<file path="src/rtl/ctc_greedy_decoder_core_macros.svh">
// Assertion macros for the greedy CTC decoder.
// Assumes clk and arst_n are visible at the point of use.
`ifndef CTC_GREEDY_DECODER_CORE_MACROS_SVH
`define CTC_GREEDY_DECODER_CORE_MACROS_SVH

// cond must hold at every clock edge out of reset
`define CTC_GD_ASSERT_ALWAYS(lbl, cond, msg) \
	lbl: assert property (@(posedge clk) disable iff (!arst_n) (cond)) else $error(msg);

// cons must hold whenever ante holds
`define CTC_GD_ASSERT_IMPLY(lbl, ante, cons, msg) \
	lbl: assert property (@(posedge clk) disable iff (!arst_n) (ante) |-> (cons)) else $error(msg);

`endif

</file>
<file path="src/rtl/ctc_gd_pkg.sv">
// Shared constants and types for the greedy CTC decoder.
// No dependencies.
`timescale 1ns / 1ps
package ctc_gd_pkg;
	localparam int MAX_CLASSES  = 8192;
	localparam int MAX_SEQUENCE = 1024;

	localparam int NCLS_W  = 14;
	localparam int CLASS_W = 13;
	localparam int SCORE_W = 16;
	localparam int SUM_W   = 26;
	localparam int COUNT_W = 11;

	localparam int CLASSES_LIMIT = (MAX_CLASSES < 8192) ? ((MAX_CLASSES < 2) ? 2 : MAX_CLASSES)
		: 8192;
	localparam int COUNT_LIMIT   = (MAX_SEQUENCE < 2047) ? MAX_SEQUENCE : 2047;

	localparam logic [NCLS_W-1:0] NCLS_RESET = NCLS_W'(96);
	localparam logic [NCLS_W-1:0] NCLS_MIN   = NCLS_W'(2);
	localparam logic [NCLS_W-1:0] NCLS_MAX   = NCLS_W'(CLASSES_LIMIT);
	localparam logic [COUNT_W-1:0] COUNT_MAX = COUNT_W'(COUNT_LIMIT);

	localparam int TSQ_DEPTH = 4;
	localparam int OQ_DEPTH  = 2;

	typedef struct packed {
		logic [CLASS_W-1:0] best_class;
		logic [SCORE_W-1:0] best_score;
		logic               eos;
	} ts_rec_t;

	typedef struct packed {
		logic               full;
		logic               empty;
	} tsq_stat_t;

	typedef struct packed {
		logic               char_valid;
		logic [CLASS_W-1:0] class_index;
		logic               sequence_done;
		logic [SUM_W-1:0]   score_sum;
		logic [COUNT_W-1:0] char_count;
	} result_t;
endpackage

</file>
<file path="src/rtl/ctc_gd_front.sv">
// Front end: class-count register, running argmax per timestep.
// Pushes one timestep record per timestep end. Depends on ctc_gd_pkg.
`timescale 1ns / 1ps
module ctc_gd_front import ctc_gd_pkg::*; (
	input  logic               clk,
	input  logic               arst_n,
	input  logic               cfg_we,
	input  logic [NCLS_W-1:0]  cfg_data,
	input  logic               accept,
	input  logic [SCORE_W-1:0] score,
	input  logic               end_of_sequence,
	output logic               rec_push,
	output ts_rec_t            rec
);
	logic [NCLS_W-1:0]  num_classes_q;
	logic [CLASS_W-1:0] pos_q;
	logic [SCORE_W-1:0] best_score_q;
	logic [CLASS_W-1:0] best_class_q;
	logic [NCLS_W-1:0]  n_eff;
	logic               last;
	logic [SCORE_W-1:0] cur_score;
	logic [CLASS_W-1:0] cur_class;

	always_comb begin
		if (num_classes_q < NCLS_MIN) begin
			n_eff = NCLS_MIN;
		end else if (num_classes_q > NCLS_MAX) begin
			n_eff = NCLS_MAX;
		end else begin
			n_eff = num_classes_q;
		end
	end

	always_comb begin
		if (pos_q == '0) begin
			cur_score = score;
			cur_class = '0;
		end else if (score > best_score_q) begin
			cur_score = score;
			cur_class = pos_q;
		end else begin
			cur_score = best_score_q;
			cur_class = best_class_q;
		end
	end

	assign last = ({1'b0, pos_q} + NCLS_W'(1)) >= n_eff;

	assign rec_push       = accept && last;
	assign rec.best_class = cur_class;
	assign rec.best_score = cur_score;
	assign rec.eos        = end_of_sequence;

	always_ff @(posedge clk or negedge arst_n) begin
		if (!arst_n) begin
			num_classes_q <= NCLS_RESET;
			pos_q         <= '0;
			best_score_q  <= '0;
			best_class_q  <= '0;
		end else begin
			if (cfg_we) begin
				num_classes_q <= cfg_data;
			end
			if (accept) begin
				best_score_q <= cur_score;
				best_class_q <= cur_class;
				pos_q        <= last ? '0 : pos_q + CLASS_W'(1);
			end
		end
	end
endmodule

</file>
<file path="src/rtl/ctc_gd_tsq.sv">
// Timestep record queue between front and back end.
// Depends on ctc_gd_pkg.
`timescale 1ns / 1ps
module ctc_gd_tsq import ctc_gd_pkg::*; (
	input  logic      clk,
	input  logic      arst_n,
	input  logic      wr,
	input  ts_rec_t   wr_rec,
	input  logic      rd,
	output ts_rec_t   rd_rec,
	output tsq_stat_t stat
);
	localparam int PTR_W = (TSQ_DEPTH > 1) ? $clog2(TSQ_DEPTH) : 1;
	localparam int CNT_W = $clog2(TSQ_DEPTH + 1);

	ts_rec_t           mem_q [TSQ_DEPTH];
	logic [PTR_W-1:0]  wr_ptr_q;
	logic [PTR_W-1:0]  rd_ptr_q;
	logic [CNT_W-1:0]  count_q;
	logic              do_wr;
	logic              do_rd;

	assign stat.full  = count_q == CNT_W'(TSQ_DEPTH);
	assign stat.empty = count_q == '0;
	assign do_wr      = wr && !stat.full;
	assign do_rd      = rd && !stat.empty;
	assign rd_rec     = mem_q[rd_ptr_q];

	always_ff @(posedge clk) begin
		if (do_wr) begin
			mem_q[wr_ptr_q] <= wr_rec;
		end
	end

	always_ff @(posedge clk or negedge arst_n) begin
		if (!arst_n) begin
			wr_ptr_q <= '0;
			rd_ptr_q <= '0;
			count_q  <= '0;
		end else begin
			if (do_wr) begin
				wr_ptr_q <= (wr_ptr_q == PTR_W'(TSQ_DEPTH - 1)) ? '0 : wr_ptr_q + PTR_W'(1);
			end
			if (do_rd) begin
				rd_ptr_q <= (rd_ptr_q == PTR_W'(TSQ_DEPTH - 1)) ? '0 : rd_ptr_q + PTR_W'(1);
			end
			if (do_wr && !do_rd) begin
				count_q <= count_q + CNT_W'(1);
			end else if (do_rd && !do_wr) begin
				count_q <= count_q - CNT_W'(1);
			end
		end
	end
endmodule

</file>
<file path="src/rtl/ctc_gd_back.sv">
// Back end: repeat collapse, saturating sum and count, result queue.
// Depends on ctc_gd_pkg.
`timescale 1ns / 1ps
module ctc_gd_back import ctc_gd_pkg::*; (
	input  logic      clk,
	input  logic      arst_n,
	input  tsq_stat_t tsq_stat,
	input  ts_rec_t   rec,
	output logic      rec_pop,
	input  logic      pop,
	output logic      empty,
	output result_t   res
);
	localparam int PTR_W = (OQ_DEPTH > 1) ? $clog2(OQ_DEPTH) : 1;
	localparam int CNT_W = $clog2(OQ_DEPTH + 1);

	logic [CLASS_W-1:0] prev_class_q;
	logic               prev_valid_q;
	logic [SUM_W-1:0]   sum_q;
	logic [COUNT_W-1:0] count_q;

	result_t            mem_q [OQ_DEPTH];
	logic [PTR_W-1:0]   wr_ptr_q;
	logic [PTR_W-1:0]   rd_ptr_q;
	logic [CNT_W-1:0]   oq_count_q;

	logic               do_pop;
	logic               room;
	logic               nonblank;
	logic               emit;
	logic [SUM_W:0]     sum_ext;
	logic [SUM_W-1:0]   sum_nx;
	logic [COUNT_W-1:0] count_nx;
	logic               res_wr;
	result_t            res_nx;

	assign empty   = oq_count_q == '0;
	assign do_pop  = pop && !empty;
	assign room    = (oq_count_q != CNT_W'(OQ_DEPTH)) || do_pop;
	assign rec_pop = !tsq_stat.empty && room;

	assign nonblank = rec.best_class != '0;
	assign emit     = nonblank && (!prev_valid_q || rec.best_class != prev_class_q);
	assign sum_ext  = {1'b0, sum_q} + (SUM_W + 1)'(rec.best_score);

	always_comb begin
		sum_nx = sum_q;
		if (nonblank) begin
			sum_nx = sum_ext[SUM_W] ? '1 : sum_ext[SUM_W-1:0];
		end
		count_nx = count_q;
		if (emit && count_q < COUNT_MAX) begin
			count_nx = count_q + COUNT_W'(1);
		end
		res_nx.char_valid    = emit;
		res_nx.class_index   = emit ? rec.best_class : '0;
		res_nx.sequence_done = rec.eos;
		res_nx.score_sum     = rec.eos ? sum_nx : '0;
		res_nx.char_count    = rec.eos ? count_nx : '0;
	end

	assign res_wr = rec_pop && (emit || rec.eos);
	assign res    = mem_q[rd_ptr_q];

	always_ff @(posedge clk) begin
		if (res_wr) begin
			mem_q[wr_ptr_q] <= res_nx;
		end
	end

	always_ff @(posedge clk or negedge arst_n) begin
		if (!arst_n) begin
			prev_class_q <= '0;
			prev_valid_q <= 1'b0;
			sum_q        <= '0;
			count_q      <= '0;
			wr_ptr_q     <= '0;
			rd_ptr_q     <= '0;
			oq_count_q   <= '0;
		end else begin
			if (rec_pop) begin
				if (rec.eos) begin
					prev_class_q <= '0;
					prev_valid_q <= 1'b0;
					sum_q        <= '0;
					count_q      <= '0;
				end else begin
					sum_q   <= sum_nx;
					count_q <= count_nx;
					if (!nonblank) begin
						prev_valid_q <= 1'b0;
					end else if (emit) begin
						prev_class_q <= rec.best_class;
						prev_valid_q <= 1'b1;
					end
				end
			end
			if (res_wr) begin
				wr_ptr_q <= (wr_ptr_q == PTR_W'(OQ_DEPTH - 1)) ? '0 : wr_ptr_q + PTR_W'(1);
			end
			if (do_pop) begin
				rd_ptr_q <= (rd_ptr_q == PTR_W'(OQ_DEPTH - 1)) ? '0 : rd_ptr_q + PTR_W'(1);
			end
			if (res_wr && !do_pop) begin
				oq_count_q <= oq_count_q + CNT_W'(1);
			end else if (do_pop && !res_wr) begin
				oq_count_q <= oq_count_q - CNT_W'(1);
			end
		end
	end
endmodule

</file>
<file path="src/rtl/ctc_greedy_decoder_core.sv">
// Greedy CTC decoder top level: front argmax, timestep queue, back end.
// Takes one score per cycle while full is low; each timestep record is registered
// in the timestep queue, then the back end writes its result to the output queue when that queue has room.
// full rises only when the four-entry timestep queue backs up behind pop.
// Reset clears position, repeat memory, totals and queues; class count is 96.
`timescale 1ns / 1ps
`include "ctc_greedy_decoder_core_macros.svh"
module ctc_greedy_decoder_core import ctc_gd_pkg::*; (
	input  logic               clk,
	input  logic               arst_n,
	input  logic               cfg_valid,
	output logic               cfg_ready,
	input  logic [NCLS_W-1:0]  cfg_data,
	input  logic               push,
	output logic               full,
	input  logic [SCORE_W-1:0] score,
	input  logic               end_of_sequence,
	output logic               empty,
	input  logic               pop,
	output logic               char_valid,
	output logic [CLASS_W-1:0] class_index,
	output logic               sequence_done,
	output logic [SUM_W-1:0]   score_sum,
	output logic [COUNT_W-1:0] char_count
);
	logic      accept;
	logic      rec_push;
	ts_rec_t   rec_in;
	ts_rec_t   rec_head;
	logic      rec_pop;
	tsq_stat_t tsq_stat;
	result_t   res;

	assign cfg_ready = 1'b1;
	assign full      = tsq_stat.full;
	assign accept    = push && !full;

	ctc_gd_front u_front (
		.clk             (clk),
		.arst_n          (arst_n),
		.cfg_we          (cfg_valid && cfg_ready),
		.cfg_data        (cfg_data),
		.accept          (accept),
		.score           (score),
		.end_of_sequence (end_of_sequence),
		.rec_push        (rec_push),
		.rec             (rec_in)
	);

	ctc_gd_tsq u_tsq (
		.clk    (clk),
		.arst_n (arst_n),
		.wr     (rec_push),
		.wr_rec (rec_in),
		.rd     (rec_pop),
		.rd_rec (rec_head),
		.stat   (tsq_stat)
	);

	ctc_gd_back u_back (
		.clk      (clk),
		.arst_n   (arst_n),
		.tsq_stat (tsq_stat),
		.rec      (rec_head),
		.rec_pop  (rec_pop),
		.pop      (pop),
		.empty    (empty),
		.res      (res)
	);

	assign char_valid    = res.char_valid;
	assign class_index   = res.class_index;
	assign sequence_done = res.sequence_done;
	assign score_sum     = res.score_sum;
	assign char_count    = res.char_count;

	`CTC_GD_ASSERT_IMPLY(a_res_nonempty, !empty, char_valid || sequence_done, "empty result queued")
	`CTC_GD_ASSERT_IMPLY(a_char_nonblank, !empty && char_valid, class_index != '0, "blank emitted")
	`CTC_GD_ASSERT_IMPLY(a_totals_zero, !empty && !sequence_done, score_sum == '0 && char_count == '0, "totals without sequence end")
	`CTC_GD_ASSERT_IMPLY(a_count_limit, !empty, char_count <= COUNT_MAX, "char count over limit")
endmodule
</file>
<file path="config.mk">
export PLATFORM = sky130hd
export DESIGN_NAME = ctc_greedy_decoder_core
export DESIGN_NICKNAME = d
export VERILOG_FILES = /design/src/rtl/ctc_gd_pkg.sv /design/src/rtl/ctc_gd_front.sv /design/src/rtl/ctc_gd_tsq.sv /design/src/rtl/ctc_gd_back.sv /design/src/rtl/ctc_greedy_decoder_core.sv
export VERILOG_INCLUDE_DIRS = /design/src /design/src/rtl
export SDC_FILE = /design/constraint.sdc
export NUM_CORES = 1
export LEC_CHECK = 0
export CAP_MARGIN = 0
export CORE_AREA = 2 2 171 173
export DETAILED_ROUTE_END_ITERATION = 10
export DIE_AREA = 0 0 173 175
export DONT_BUFFER_PORTS = 1
export GPL_TIMING_DRIVEN = 0
export PLACE_DENSITY = 0.81
export SLEW_MARGIN = 10
export SYNTH_ARGS = -nofsm -noshare
export SYNTH_HDL_FRONTEND = slang
export SYNTH_SLANG_ARGS = --single-unit
</file>
<file path="constraint.sdc">
create_clock -name clk -period 4.36 [get_ports clk]
set_clock_uncertainty 0.15 [all_clocks]
set_input_delay 0.218 -clock clk [delete_from_list [all_inputs] [get_ports clk]]
set_output_delay 0.218 -clock clk [all_outputs]
set_load 0.005 [all_outputs]
</file>
==> summary.md, run 1 <==
| Metric | Value |
|---|---|
| Status | `finished clean` |
| Final period util | `0.950` |
| Hold Crit Class | `in -> reg` |
| Layout cells sized above 1 | `0.189` |
| Clock Path Buffers | `3` |
| Final setup violation count | `0` |
| Vias in the first global route | `10560` |
| Net count, final | `1388` |
| Die footprint | `30300 um^2` |
| Yosys Warn Count | `0` |
| Gate power share | `0.402` |
| Core Box Area | `28400 um^2` |
| Average wire per standard cell | `20.2 um` |
| TritonRoute pass-1 iters | `6` |
| Root buf cell | `clkbuf_16` |
| Total GRT Usage | `0.229` |
| Synth unique cells | `71` |
| Initial antenna violation count | `0` |
| Port buffer count | `0` |
| Drt via density | `6.11` |
| Count of final max-slew check failures | `0` |
| Startpoint Class | `register` |
| Post-Syn Nets | `1309` |
| Slew margin rel. | `0.467` |
| Worst Max-Slew Pin Slew | `0.800 ns` |
| CP endpoint kind | `register` |
| I/O pins | `91` |
| Max cap viols | `0` |
| Die width | `173 um` |
| Post-synth EDFFs | `224` |
| Maximum vdd drop | `0.377 mV` |
| Fillers | `2013` |
| Drc violations | `0` |
| Site Rows | `62` |
| H-tree depth reported by CTS | `2` |
| Largest net degree at the start of global routing | `119` |
| Switching pwr | `4.94 mW` |
| CP Data Required Time | `4.50 ns` |
| CP Max Fanout | `19` |
| Register Area | `9690 um^2` |
| Global-route wire length before repair | `55.6 mm` |
| Worst hold path stage count | `2` |
| Pleak | `7.13 nW` |
| #FFs+latches synth | `342` |
| Setup TNS | `0 ns` |
| Inserted Diodes | `0` |
| Number of DRC markers in iteration 0 | `861` |
| WS Path Type | `reg -> reg` |
| Power Total | `13.8 mW` |
| Final core utilization | `0.653` |
| Placed wire-length estimate | `22.6 mm` |
| Mapped Area | `16200 um^2` |
| Num CTS Buffers | `36` |
| Antenna Nets Post-Route | `0` |
| Net Sw Frac | `0.358` |
| Worst Path Arrival | `4.28 ns` |
| Synth Area per Inst | `13.4 um^2` |
| Synth Area in Compound Gates | `0.108` |
| Area grow syn2layout | `14.1%` |
| Worst Hold Margin | `0.0545 ns` |
| Die Y | `175 um` |
| Worst-Skew Late Latency | `0.52 ns` |
| CTS tree | `built` |
| Fin crit period | `4.14 ns` |
| Reg2reg setup slack | `0.22 ns` |
| Simple-Gate Fraction of Synth Area | `0.0794` |
| Clock sinks | `342` |
| Mapped Cells | `1215` |
| Pint | `8.85 mW` |
| DR vias | `10415` |
| RePlAce Congestion | `0.869` |
| Post-Synth XOR/XNOR Area | `0.0302` |
| Seq/Total Area, Yosys | `0.596` |
| Mux cell area share after synthesis | `0.112` |
| Grt ovf | `0` |
| Clk pwr share | `0.223` |
| Initial Util | `0.572` |
| FF-to-FF path depth | `12` |
| Final WL | `34.4 mm` |
| Most common flop cell mapped by yosys | `edfxtp_1` |
| Post-Synth Adder-Cell Area | `0.0456` |
| Achievable frequency | `242 MHz` |
| Main combinational cell family by area after synthesis | `multiplexers` |
| Sequential Power Share | `0.374` |
| Pwr/cell area | `744 nW/um^2` |
| Async SR Flop Fraction | `0.345` |
| Clock-pin slew of the registers on the worst-case setup and hold paths | `0.06 ns` |
| Multi-input gate area | `6230 um^2` |
| Final Hold Viols | `0` |
## metrics by stage
| step | setup slack [ns] | cells | cell area (um^2) |
|---|---|---|---|
| 2_1_floorplan | 0.0868 | 1215 | 16200 |
| 3_3_place_gp | -0.805 | 1599 | 16700 |
| 3_5_place_dp | -0.885 | 1602 | 16800 |
| 4_1_cts | 0.00952 | 1704 | 18500 |
| 5_1_grt | -0.0143 | 1704 | 18500 |
| 6_report | 0.219 | 1704 | 18500 |
## final timing paths
| check | to | start |
|---|---|---|
| setup / recovery | u_back.mem_q[0][36] | u_tsq.rd_ptr_q[0] |
| hold / removal | u_front.best_class_q[3] | push |
| setup reg to reg | u_back.mem_q[0][36] | u_tsq.rd_ptr_q[0] |
| hold reg to reg | u_tsq.count_q[2] | u_tsq.count_q[2] |
| max in group asynchronous | u_front.pos_q[4] | arst_n |
| min in group asynchronous | u_front.best_score_q[0] | arst_n |
## flip-flops by register name, summed over array words and instances (netlist names)
register / cells
u_back.count_q: 11
u_back.prev_class_q: 13
u_front.num_classes_q: 14
u_back.sum_q: 26
u_back.prev_valid_q: 1
u_back.oq_count_q: 2
u_tsq.mem_q: 120
u_tsq.count_q: 3
u_tsq.rd_ptr_q: 2
u_front.pos_q: 13
u_back.mem_q: 104
u_front.best_class_q: 13
u_front.best_score_q: 16
u_back.rd_ptr_q: 1
u_back.wr_ptr_q: 1
u_tsq.wr_ptr_q: 2
## layout by cell type (no fill, tap or decap), types with 39 or more instances in the layout
cell type	count
dfrtp_1	113
nor2_1	57
dlygate4sd3_1	39
ha_1	56
nand2_1	74
mux2_2	104
a21oi_1	48
inv_1	39
edfxtp_1	224
clkbuf_1	41
o21ai_0	62
## metal layers
layer / vias up / routed length (um) / track usage
met4: 0 / 833 / 0.0717
li1: 4748 / - / -
met5: - / 0 / 0
met2: 383 / 17300 / 0.399
met3: 74 / 1990 / 0.0355
met1: 5210 / 14200 / 0.296
## area by class of cell
type,count,area share
repair buffers,45,0.0274
inverters,41,0.00831
plain buffers,58,0.0155
flip-flops and latches,342,0.523
well taps,384,0.0259
clock inverters,25,0.0136
clock buffers,39,0.0504
multi-input cells,770,0.336
## cells in the mapped netlist (6+ instances only)
cell,n,share of area
a21o_1,21,0.0097
a21oi_1,50,0.015
a22o_1,28,0.015
a311oi_1,6,0.0032
a31oi_1,20,0.0077
a32o_1,13,0.0080
and2_1,15,0.0058
and3_1,15,0.0058
buf_2,6,0.0018
clkbuf_1,43,0.0099
dfrtp_1,116,0.18
edfxtp_1,224,0.41
ha_1,56,0.043
inv_1,39,0.0090
mux2_2,104,0.072
mux2i_1,7,0.0043
mux4_2,25,0.035
nand2_1,75,0.017
nand2b_1,6,0.0023
nand3_1,15,0.0046
nand4_1,14,0.0054
nor2_1,60,0.014
nor2b_1,17,0.0065
nor3_1,10,0.0031
o21a_1,7,0.0032
o21ai_0,63,0.019
o21ai_1,16,0.0049
xnor2_1,37,0.020
xor2_1,19,0.010
## power by group through the flow
| stage | combinational (mW) | sequential [mW] | clock [mW] |
|---|---|---|---|
| 5_1_grt | 6.09 | 5.25 | 3.23 |
| 3_3_place_gp | 5.04 | 5.18 | 0 |
| 2_1_floorplan | 3.98 | 5.10 | 0 |
| 3_5_place_dp | 5.33 | 5.20 | 0 |
| 4_1_cts | 5.48 | 5.15 | 3.11 |
| 6_report | 5.55 | 5.16 | 3.08 |
## worst max-delay path, stage by stage (launching register included)
cell and delay [ns]:
dfrtp_1 0.37, buf_6 0.17, buf_6 0.27, buf_6 0.23, mux4_2 0.54, ha_1 0.40, nand2_1 0.10, o21ai_0 0.33
o2111ai_1 0.24, a2bb2oi_2 0.32, nor4b_4 0.33, o21ai_0 0.12, a31oi_1 0.32
## kinds of logic (layout without fill, tap and decap cells)
logic type / count (synthesis) / count (layout)
DFF: 342 / 342
AOI/OAI and AO/OA: 261 / 261
and+or+nand+nor: 256 / 256
muxes: 138 / 138
buffers and inverters: 103 / 208
adders and majority gates: 58 / 58
xor gates and xnor gates: 56 / 56
other: 1 / 1
## what timing repair did
action / CTS / global route
endpoints found under the hold margin: 221 / 0
hold buffers: 40 / 0
endpoints found under the setup margin: 200 / 181
resized for setup: 15 / 17
pin swaps: 0 / 3
setup buffers: 0 / 2
cloned: 0 / 0
Note: power is estimated with default switching activity, not from simulation.
==> run 2: changes to the inputs <==
--- a/config.mk
+++ b/config.mk
@@ -7,13 +7,14 @@
 export NUM_CORES = 1
 export LEC_CHECK = 0
 export CAP_MARGIN = 0
-export CORE_AREA = 2 2 171 173
+export CORE_AREA = 2 2 179 181
 export DETAILED_ROUTE_END_ITERATION = 10
-export DIE_AREA = 0 0 173 175
+export DIE_AREA = 0 0 181 183
 export DONT_BUFFER_PORTS = 1
 export GPL_TIMING_DRIVEN = 0
-export PLACE_DENSITY = 0.81
+export PLACE_DENSITY = 0.77
 export SLEW_MARGIN = 10
 export SYNTH_ARGS = -nofsm -noshare
 export SYNTH_HDL_FRONTEND = slang
+export SYNTH_HIERARCHICAL = 1
 export SYNTH_SLANG_ARGS = --single-unit
==> run 2 against run 1 <==
Area after synthesis grew 3.9%; sequential power grew 4.3%; setup slack lost 0.046 ns; count of clock-buffer cells in the layout grew 9; clock power shrank 5%; critical path type unchanged; synthesized cell count grew 7.7%; cell count grew 7.1%.
==> summary.md, run 2 <==
| Metric | Value |
|---|---|
| Top flop regs | `u_tsq/mem_q (120), u_back/mem_q (104), u_back/sum_q (26)` |
| Status | `finished clean` |
| Top cells by count, synth | `edfxtp_1, dfrtp_1, nand2_1, mux2_2` |
| Inserted Diodes | `0` |
| Async SR Flop Fraction | `0.345` |
| Worst Hold Margin | `0.126 ns` |
| Top-count cell post-synth | `edfxtp_1` |
| Drc violations | `0` |
| Worst-Skew Late Latency | `0.53 ns` |
| Total GRT Usage | `0.226` |
| Share of the synthesized area in the top cell type | `0.399` |
| Synth Area per Inst | `12.9 um^2` |
| Grt ovf | `0` |
| Seq/Total Area, Yosys | `0.574` |
| Clock-pin slew of the registers on the worst-case setup and hold paths | `0.06 ns` |
| Worst Path Arrival | `4.29 ns` |
| Average wire per standard cell | `20.1 um` |
| H-tree depth reported by CTS | `2` |
| Drt via density | `6.02` |
| Max cap viols | `0` |
| Pint | `9.11 mW` |
| Power Total | `14.5 mW` |
| Die footprint | `33100 um^2` |
| Initial Util | `0.540` |
| Ranking of synthesized cells by area | `edfxtp_1, dfrtp_1, mux2_2, ha_1, mux4_2` |
| Die Y | `183 um` |
| Post-Syn Nets | `1403` |
| Initial antenna violation count | `0` |
| Sequential Power Share | `0.370` |
| CP endpoint kind | `register` |
| Layout cells sized above 1 | `0.181` |
| Fillers | `2332` |
| CTS tree | `built` |
| Gate power share | `0.428` |
| DR vias | `10978` |
| Post-synth EDFFs | `224` |
| GRT Max-Usage Layer | `met2` |
| Core Box Area | `31200 um^2` |
| Net Sw Frac | `0.374` |
| Clock sinks | `342` |
| Net count, final | `1489` |
| Antenna Nets Post-Route | `0` |
| Grt met2 use | `0.373` |
| CP Max Fanout | `28` |
| Reg2reg setup slack | `0.17 ns` |
| #FFs+latches synth | `342` |
| Achievable frequency | `239 MHz` |
| Most frequent cells in the layout | `edfxtp_1, dfrtp_1, nand2_1, mux2_2, o21ai_0` |
| Worst setup margin | `0.173 ns` |
| Worst Max-Slew Pin Slew | `0.856 ns` |
| Mapped Cells | `1309` |
| Startpoint Class | `register` |
| Final setup violation count | `0` |
| I/O pins | `91` |
| Slew margin rel. | `0.414` |
| Root buf cell | `clkbuf_16` |
| Switching pwr | `5.43 mW` |
| Most common cell after layout, fill and taps aside | `edfxtp_1` |
| Vias in the first global route | `11050` |
| Final Hold Viols | `0` |
| Maximum vdd drop | `0.334 mV` |
| Placed wire-length estimate | `25.1 mm` |
| Largest Register | `u_tsq/mem_q` |
| Synth unique cells | `89` |
| Pwr/cell area | `761 nW/um^2` |
| Pleak | `7.27 nW` |
| Number of DRC markers in iteration 0 | `795` |
| Cell taking the most area after synthesis | `edfxtp_1` |
| Port buffer count | `0` |
| Clk pwr share | `0.202` |
| Count of final max-slew check failures | `0` |
| RePlAce Congestion | `0.910` |
| Max reg flops | `120` |
| Grt met1 use | `0.305` |
| Fin crit period | `4.19 ns` |
| Die width | `181 um` |
| Multi-input gate area | `6720 um^2` |
| Area grow syn2layout | `13.3%` |
| Most common flop cell mapped by yosys | `edfxtp_1` |
| Worst slack at placement | `-0.569 ns` |
| Yosys Warn Count | `6` |
| Mapped Area | `16900 um^2` |
| Global-route wire length before repair | `59.4 mm` |
| Hold Crit Class | `in -> reg` |
| Largest net degree at the start of global routing | `119` |
| Site Rows | `65` |
| TritonRoute pass-1 iters | `6` |
| Num CTS Buffers | `37` |
| CP Data Required Time | `4.46 ns` |
| Clock Path Buffers | `3` |
| Met3 Track Usage GR | `0.0415` |
| Final WL | `36.6 mm` |
| Register Area | `9680 um^2` |
| Final period util | `0.960` |
| WS Path Type | `reg -> reg` |
[run 2: cell types whose count changed after synthesis, sizes merged, moves of 15 or more]
cell and change:
mux2i +15, nand2 +22, nand3 +27, a22o -15
mux2 -20
[run 2: stage by stage]
stage,TNS (ns),instances,cell area (um^2),utilization
global placement,-119.37,1711,17400,0.556
finish,0,1825,19100,0.612
global route,-0.0552,1825,19100,0.612
CTS,0,1822,19100,0.610
detailed placement,-26.55,1715,17500,0.560
floorplan,0,1309,16900,-
[run 2: critical path: stages (launching register included)]
cell and delay (ns):
dfrtp_1 0.36, buf_6 0.14, buf_6 0.19, mux4_2 0.62, xor2_1 0.19, nor4_1 0.52, a41o_4 0.40, inv_1 0.14
o21ai_1 0.35, inv_1 0.12, and2_2 0.43, buf_12 0.27
[run 2: layout make-up]
class | instances | share of cell area
clock inverters | 19 | 0.00727
repair buffers | 47 | 0.0279
inverters | 50 | 0.00982
multi-input cells | 849 | 0.352
well taps | 402 | 0.0263
plain buffers | 68 | 0.0189
clock buffers | 48 | 0.0517
flip-flops and latches | 342 | 0.507
[run 2: worst paths after layout]
| kind | start | endpoint | cells past startpoint |
|---|---|---|---|
| max in group asynchronous | arst_n | u_back/sum_q[3] | 2 |
| worst min register to register | u_front/best_class_q[12] | u_front/best_class_q[12] | 1 |
| worst max register to register | u_tsq/rd_ptr_q[0] | u_back/mem_q[1][15] | 11 |
| worst min-delay path | score[15] | u_front/best_score_q[0] | 5 |
| worst max-delay path | u_tsq/rd_ptr_q[0] | u_back/mem_q[1][15] | 11 |
| min in group asynchronous | arst_n | u_front/num_classes_q[3] | 2 |
[run 2: power by group through the flow]
stage          logic, mW  registers, mW  clock network, mW
2_1_floorplan       4.52           5.29                  0
3_3_place_gp        5.77           5.40                  0
3_5_place_dp        6.06           5.43                  0
4_1_cts             6.20           5.38               2.99
5_1_grt             6.85           5.48               3.13
6_report            6.23           5.38               2.94
[run 2: routing by layer]
layer  wire length, um  vias to the layer above
met2             17400                      397
met5                 0                        -
met1             15500                     5418
met3              2580                       76
li1                  -                     5087
met4              1110                        0
[run 2: cell families after synthesis]
family          share of synthesized area
mux                                 0.113
fa+ha+maj                          0.0439
flops                               0.574
compound gates                      0.104
xor+xnor                           0.0296
buf+inv                            0.0325
other cells                      0.000222
simple gates                        0.102
[run 2: timing repair]
item	CTS	global route
buffers inserted	1	3
setup endpoints to repair	93	92
endpoints found under the hold margin	218	0
gates resized for setup	5	8
pin swaps	0	4
cloned	0	0
hold buffers	39	0
==> run 3: changes to the inputs <==
--- a/config.mk
+++ b/config.mk
@@ -12,8 +12,9 @@
 export DIE_AREA = 0 0 181 183
 export DONT_BUFFER_PORTS = 1
 export GPL_TIMING_DRIVEN = 0
+export MAX_ROUTING_LAYER = met4
 export PLACE_DENSITY = 0.77
-export SLEW_MARGIN = 10
+export SLEW_MARGIN = 20
 export SYNTH_ARGS = -nofsm -noshare
 export SYNTH_HDL_FRONTEND = slang
 export SYNTH_HIERARCHICAL = 1
==> run 3 against run 2 <==
Register-to-register slack improved by 0.06 ns; combinational power hardly changed; worst hold slack got worse by 0.012 ns; via count shrank 0.53%; final area up 0.79%; utilization grew 0.48 points; cell count is 0.11% higher; critical endpoint is now u_tsq/count_q[2]; highest routed layer unchanged.
==> summary.md, run 3 (synthesized netlist as in run 2, its figures left out) <==
| Metric | Value |
|---|---|
| Min-Delay Startpoint | `score[15]` |
| Net Sw Frac | `0.366` |
| Port buffer count | `0` |
| Final Hold Viols | `0` |
| RePlAce Congestion | `0.915` |
| Initial antenna violation count | `0` |
| Clock sinks | `342` |
| Final period util | `0.946` |
| CTS tree | `built` |
| Max reg flops | `120` |
| Placed Area | `17600 um^2` |
| Die width | `181 um` |
| Setup TNS | `0 ns` |
| Core Box Area | `31200 um^2` |
| Worst Hold Margin | `0.113 ns` |
| Global-route wire length before repair | `58.6 mm` |
| Inserted Diodes | `0` |
| Clock Path Buffers | `3` |
| Die Y | `183 um` |
| Clk pwr share | `0.213` |
| CP endpoint kind | `register` |
| Net count, final | `1491` |
| Power Total | `14.8 mW` |
| Most common cell after layout, fill and taps aside | `edfxtp_1` |
| Maximum vdd drop | `0.473 mV` |
| R2R Path Start | `u_front/num_classes_q[12]` |
| Met3 Track Usage GR | `0.0340` |
| WS Path Type | `reg -> reg` |
| Top flop regs | `u_tsq/mem_q (120), u_back/mem_q (104), u_back/sum_q (26)` |
| Site Rows | `65` |
| Final WL | `36.5 mm` |
| Most frequent cells in the layout | `edfxtp_1, dfrtp_1, nand2_1, mux2_2, o21ai_0` |
| Startpoint Class | `register` |
| CP Max Fanout | `6` |
| H-tree depth reported by CTS | `2` |
| Pwr/cell area | `767 nW/um^2` |
| CP Data Required Time | `4.65 ns` |
| Drt via density | `5.98` |
| Num CTS Buffers | `37` |
| Grt met1 use | `0.301` |
| Worst Path Arrival | `4.41 ns` |
| GRT Max-Usage Layer | `met2` |
| Fillers | `2401` |
| Drc violations | `0` |
| Max cap viols | `0` |
| CP startpoint | `u_front/num_classes_q[12]` |
| Grt ovf | `0` |
| Status | `finished clean` |
| Final setup violation count | `0` |
| Vias in the first global route | `11012` |
| Slowest cell on crit path | `or4_1` |
| Root buf cell | `clkbuf_16` |
| I/O pins | `91` |
| Worst-Skew Late Latency | `0.52 ns` |
| Grt met2 use | `0.382` |
| CP Cell Sequence | `or4_1 -> nor3_2 -> nand2b_1 -> o21ai_4 -> nand2_1 -> ha_1 -> nand3_1 -> nor2_2 -> and3_1 -> a221oi_4 -> nor2b_2 -> nor2b_4 -> ha_1 -> inv_1 -> fa_1 -> xor2_1 -> nor2_1 -> xor2_1` |
| Worst Max-Slew Pin Slew | `0.819 ns` |
| Count of final max-slew check failures | `0` |
| Number of DRC markers in iteration 0 | `781` |
| Total GRT Usage | `0.228` |
| Hold Crit Class | `in -> reg` |
| Cell family with most CP delay | `simple AND/OR/NAND/NOR gates` |
| Switching pwr | `5.41 mW` |
| Post-route cell area | `19300 um^2` |
| Average wire per standard cell | `20.0 um` |
| Die footprint | `33100 um^2` |
| Placed wire-length estimate | `25.6 mm` |
| Achievable frequency | `242 MHz` |
| Layout cells sized above 1 | `0.178` |
| Largest Register | `u_tsq/mem_q` |
| Slew margin rel. | `0.440` |
| Clock-pin slew of the registers on the worst-case setup and hold paths | `0.06 ns` |
| Gate power share | `0.423` |
| Sequential Power Share | `0.364` |
| Pint | `9.36 mW` |
| Initial Util | `0.540` |
| Area grow syn2layout | `14.2%` |
| Fin crit period | `4.12 ns` |
| Max incr delay on CP | `0.57 ns` |
| TritonRoute pass-1 iters | `5` |
| Largest net degree at the start of global routing | `119` |
| Antenna Nets Post-Route | `0` |
| Final core utilization | `0.617` |
| Pleak | `7.34 nW` |
| Bufs and invs on worst path | `1` |
| DR vias | `10920` |
## run 3: repair_timing
item | CTS | global route
gates resized for setup | 3 | 7
setup buffers | 0 | 4
hold buffers | 39 | 0
hold endpoints to repair | 218 | 0
endpoints found under the setup margin | 93 | 58
pin swaps | 0 | 3
## run 3: per-stage QoR
step / setup WS (ns) / std cells
2_1_floorplan: 0.0758 / 1309
3_3_place_gp: -0.649 / 1711
3_5_place_dp: -0.525 / 1717
4_1_cts: -0.0127 / 1823
5_1_grt: -0.0142 / 1827
6_report: 0.236 / 1827
## run 3: worst reg2reg max path, stage by stage, from the launching register on
cell,delay (ns)
dfrtp_1,0.39
or4_1,0.57
nor3_2,0.15
nand2b_1,0.14
o21ai_4,0.22
nand2_1,0.08
ha_1,0.30
nand3_1,0.12
nor2_2,0.17
and3_1,0.22
a221oi_4,0.09
nor2b_2,0.17
nor2b_4,0.23
ha_1,0.20
inv_1,0.06
fa_1,0.37
xor2_1,0.16
nor2_1,0.11
xor2_1,0.15
## run 3: final timing paths
| kind | slack, ns | to | depth (start not counted) |
|---|---|---|---|
| max | 0.24 | u_tsq/count_q[2] | 18 |
| min | 0.11 | u_front/best_score_q[0] | 5 |
| max reg2reg | 0.24 | u_tsq/count_q[2] | 18 |
| min reg2reg | 0.35 | u_front/best_class_q[12] | 1 |
| max in group asynchronous | 3.37 | u_back/sum_q[3] | 2 |
| min in group asynchronous | 0.12 | u_front/num_classes_q[7] | 2 |
## run 3: power by group through the flow
stage          logic (mW)  registers (mW)  clock network [mW]
6_report             6.24            5.38                3.15
5_1_grt              6.82            5.47                3.35
4_1_cts              6.21            5.38                3.21
3_5_place_dp         6.09            5.43                   0
3_3_place_gp         5.78            5.40                   0
2_1_floorplan        4.52            5.29                   0
## run 3: area by class of cell
cell class	count	area [um^2]	share of cell area
sequential	342	9680	0.503
multi-input combinational	849	6710	0.348
clock buffer	50	1000	0.0522
timing repair buffer	49	596	0.0309
tap	402	503	0.0261
buffer	68	360	0.0187
clock inverter	17	221	0.0115
inverter	50	188	0.00974
## run 3: layer usage
layer | up-vias | part of all wire
met2 | 327 | 0.49
met3 | 54 | 0.054
met1 | 5447 | 0.44
met5 | - | 0
met4 | 0 | 0.018
li1 | 5092 | -
